==> src/sv/iol_pkg.sv <==
package iol_pkg;

    localparam int ACTION_W = 3;
    localparam int POS_W    = 7;
    localparam int DATA_W   = 32;
    localparam int STATUS_W = 2;
    localparam int LEN_W    = 7;

    localparam logic [ACTION_W-1:0] ACT_READ     = 3'd0;
    localparam logic [ACTION_W-1:0] ACT_INS_HEAD = 3'd1;
    localparam logic [ACTION_W-1:0] ACT_APPEND   = 3'd2;
    localparam logic [ACTION_W-1:0] ACT_INS_AT   = 3'd3;
    localparam logic [ACTION_W-1:0] ACT_DELETE   = 3'd4;

    localparam logic [STATUS_W-1:0] ST_DONE  = 2'd0;
    localparam logic [STATUS_W-1:0] ST_RANGE = 2'd1;
    localparam logic [STATUS_W-1:0] ST_FULL  = 2'd2;

    typedef struct packed {
        logic [ACTION_W-1:0]      action;
        logic [POS_W-1:0]         position;
        logic signed [DATA_W-1:0] item_value;
    } cmd_beat_t;

    typedef struct packed {
        logic signed [DATA_W-1:0] read_value;
        logic [STATUS_W-1:0]      status;
        logic [LEN_W-1:0]         list_length;
    } res_beat_t;

    // broadcast to every cell of the chain
    typedef struct packed {
        logic ins;
        logic del;
        logic rd;
    } cell_cmd_t;

endpackage

==> src/sv/iol_cell.sv <==
module iol_cell #(
    parameter int INDEX       = 0,
    parameter int IDX_W       = 6,
    parameter int VALUE_WIDTH = 32
) (
    input  logic                   clk,
    input  iol_pkg::cell_cmd_t     cmd,
    input  logic [IDX_W-1:0]       target,
    input  logic [VALUE_WIDTH-1:0] new_value,
    input  logic [VALUE_WIDTH-1:0] below_value,
    input  logic [VALUE_WIDTH-1:0] above_value,
    output logic [VALUE_WIDTH-1:0] value,
    output logic [VALUE_WIDTH-1:0] read_data
);

    localparam logic [IDX_W-1:0] MY_IDX = IDX_W'(INDEX);

    logic [VALUE_WIDTH-1:0] value_reg;
    logic [VALUE_WIDTH-1:0] value_next;
    logic                   at_me;
    logic                   past_target;

    assign at_me       = (target == MY_IDX);
    assign past_target = (MY_IDX > target);

    always_comb
    begin
        value_next = value_reg;
        if (cmd.ins)
        begin
            if (at_me)
                value_next = new_value;
            else if (past_target)
                value_next = below_value;
        end
        else if (cmd.del && (at_me || past_target))
        begin
            value_next = above_value;
        end
    end

    always_ff @(posedge clk)
    begin
        value_reg <= value_next;
    end

    assign value     = value_reg;
    // only the addressed cell puts its entry on the or-bus
    assign read_data = (cmd.rd && at_me) ? value_reg : '0;

endmodule

==> config.mk <==
export PLATFORM = sky130hd
export DESIGN_NAME = iol_cell
export DESIGN_NICKNAME = d
export VERILOG_FILES = /design/src/sv/iol_pkg.sv /design/src/sv/iol_cell.sv
export SDC_FILE = /design/constraint.sdc
export NUM_CORES = 1
export LEC_CHECK = 0
export BUFFER_PORTS_ARGS = -buffer_cell sky130_fd_sc_hd__clkbuf_2
export CAP_MARGIN = 20
export CORE_UTILIZATION = 38
export DETAILED_ROUTE_END_ITERATION = 12
export GPL_TIMING_DRIVEN = 0
export PLACE_DENSITY = 0.8
export SLEW_MARGIN = 10
export SYNTH_ARGS = -nofsm -noshare
export SYNTH_HDL_FRONTEND = slang
export SYNTH_SLANG_ARGS = --single-unit
==> constraint.sdc <==
create_clock -name clk -period 2.82 [get_ports clk]
set_clock_uncertainty 0.05 [all_clocks]
set_input_delay 0.282 -clock clk [delete_from_list [all_inputs] [get_ports clk]]
set_output_delay 0.282 -clock clk [all_outputs]
set_load 0.005 [all_outputs]
==> results.md <==
* Status: complete, no violations
* Least-Margin Pin Slew at between 0.7 and 0.8 ns
* Normalized max-slew margin at about half
* Met2 Track Usage GR at roughly two fifths
* Top-area cell type share of the netlist area at between 40% and 50%
* Die Wd at between 70 and 80 um
* Io pins at between 150 and 200
* Count of pins over their slew limit at 0
* DR pass1 iterations at 5
* Async set-or-reset flop fraction in the synthesized netlist at 0%
* Inst Count DP at approximately 460
* CTS tree: built
* Flip-flop and latch area at roughly 960 sq um
* PostCTS Resize Cnt at 0
* Pin count of the biggest net entering global routing at 33
* Final setup vio count at 0
* Met3 Usage GRT at around 4.5%
* Number of flip-flops in the largest register at 32
* Final hold vios at 0
* Pwr dens at 350.7 nW/um^2
* Tmin final at 2.139 ns
* Port Buffers at roughly 170
* Syn Inst Count at 223
* Critical path arrival at between 1.5 and 2 ns
* Vias in the first global route at 2,064
* DRC violations left at 0
* Overall routed net length at a little under 7 mm
* Max Root-Sink Buffers at 2
* Number of synthesized flops with an enable pin at 32
* Most frequent cell after synthesis: nor2_1
* Ys Warns at 0
* Vias per cell at ~5.2
* Hpwl dp at 5.314 mm
* Peak supply drop at about 0.2 mV
* Flop and latch count out of synthesis at 32
* Htree depth at 2
* Clock tree sinks at 32
* Hold slack at between 0.3 and 0.4 ns
* Top FF cell, synth: edfxtp_1
* Standard-cell rows at 25
* Synthesized cell area at around 2000 sq um
* Setup Fix Bufs, Post-CTS at 0
* Critical path type: in2reg
* Busiest grt layer: met2
* M1 GR Usage at 31.44%
* Element type at the critical path end: flop
* Global placer's final weighted congestion at 0.9219
* Fraction of layout cells with a size suffix above 1 at between 40% and 50%
* Synth top area cells: edfxtp_1 (49%), a31oi_1 (10%), and3_1 (10%)
* Area leader, netlist: edfxtp_1
* Final non-filler cell total at 466
* Seq/Total Area, Yosys at 48.67%
* WP data required at between 2 and 3 ns
* Vias at 2,415
* Clk pin slew, worst setup/hold paths at 0.06 ns
* Die H at 74.08 um
* Starting Density at 40.72%
* Fill cells at between 400 and 500
* Average cell area after synthesis at about 8.9 sq um
* Nets at between 500 and 600
* Area Growth Syn to Fin at 50.95%
* # diodes at 0
* Synth Net Count at around 330
* First-pass GRT wire length at 9.880 mm
* Global-route usage over all layers at between 20% and 30%
* Routed Antenna Nets at 0
* Startpoint types: input port
* Achievable Freq at approximately 0.47 GHz
* Setup TNS at 0 ns
* Multi-input logic area at ~890 sq um
* Hold buffers post-CTS at 0
* DIE AREA at roughly 5500 sq um
* Pwr Total at 1.045 mW
* DR WL/cell at ~15 um
* Fin crit share at roughly three quarters
* Root Buffer: clkbuf_8
* Gr ovfl total at 0
* Initial antenna violation count at 0
* Leakage at about 1.5 nW
* Worst-path fanout max at 32
* Yosys cell types at 14
* RSZ-0062 raised after global routing: no
* Core ar. at a little under 5000 sq um
* Max_cap viols at 0
* Drt first-iter violations at 84
* Num CTS Buffers at 5
* Hold WC Path Type: in2reg
==> layer usage <==
metal | vias up | part of all wire [%]
met3 | 6 | 8.0
met1 | 1086 | 41
met4 | 0 | 0.87
li1 | 1192 | -
met5 | - | 0
met2 | 131 | 50
==> area by class of cell <==
cell class                 count  area share, %
multi-input combinational    166          30.02
buffer                        25          4.030
timing repair buffer         168          28.21
tap                           67          2.813
clock buffer                   7          2.561
clock inverter                 1         0.1259
sequential                    32          32.24
==> report_power, final <==
group	switching (mW)	internal, mW
clock	0.157	0.172
sequential	0.00225	0.533
combinational	0.0952	0.0868
total	0.254	0.791
==> cells in the final DEF, fill, tap and decap left out, drive strengths merged <==
cell type / count
nand3: 32
edfxtp: 32
buf: 6
nor4: 1
or4: 1
clkbuf: 194
o21ai: 32
o21a: 1
nor2: 34
clkinv: 1
a31oi: 32
and3: 32
or2: 1
==> critical path, stage by stage <==
cell      delay (ns)
clkbuf_2        0.09
or4_4           0.59
nor2_4          0.20
buf_6           0.16
o21a_2          0.65
==> worst paths after layout <==
check	startpoint	to	slack [ns]	depth (start not counted)
max	target[3]	value[24]$_DFFE_PP_	0.68	5
min	above_value[17]	value[17]$_DFFE_PP_	0.31	3
==> cell families (layout without fill, tap and decap cells) <==
family	count (synthesis)	after routing	synth area share [%]
buf+inv	25	201	6.083
simple gates	101	101	26.62
compound gates	65	65	18.63
flops	32	32	48.67
==> stage by stage <==
step                      cell area, sq um  setup WS, ns  utilization, %
after global routing                  2980        0.5927           61.47
after global placement                2899      -0.01280           59.79
after detailed placement              2900        0.3952           59.82
after floorplan                       1974        0.4537               -
after CTS                             2980        0.6786           61.47
final                                 2980        0.6810           61.47
No activity file was read; power rests on OpenSTA's default activity.
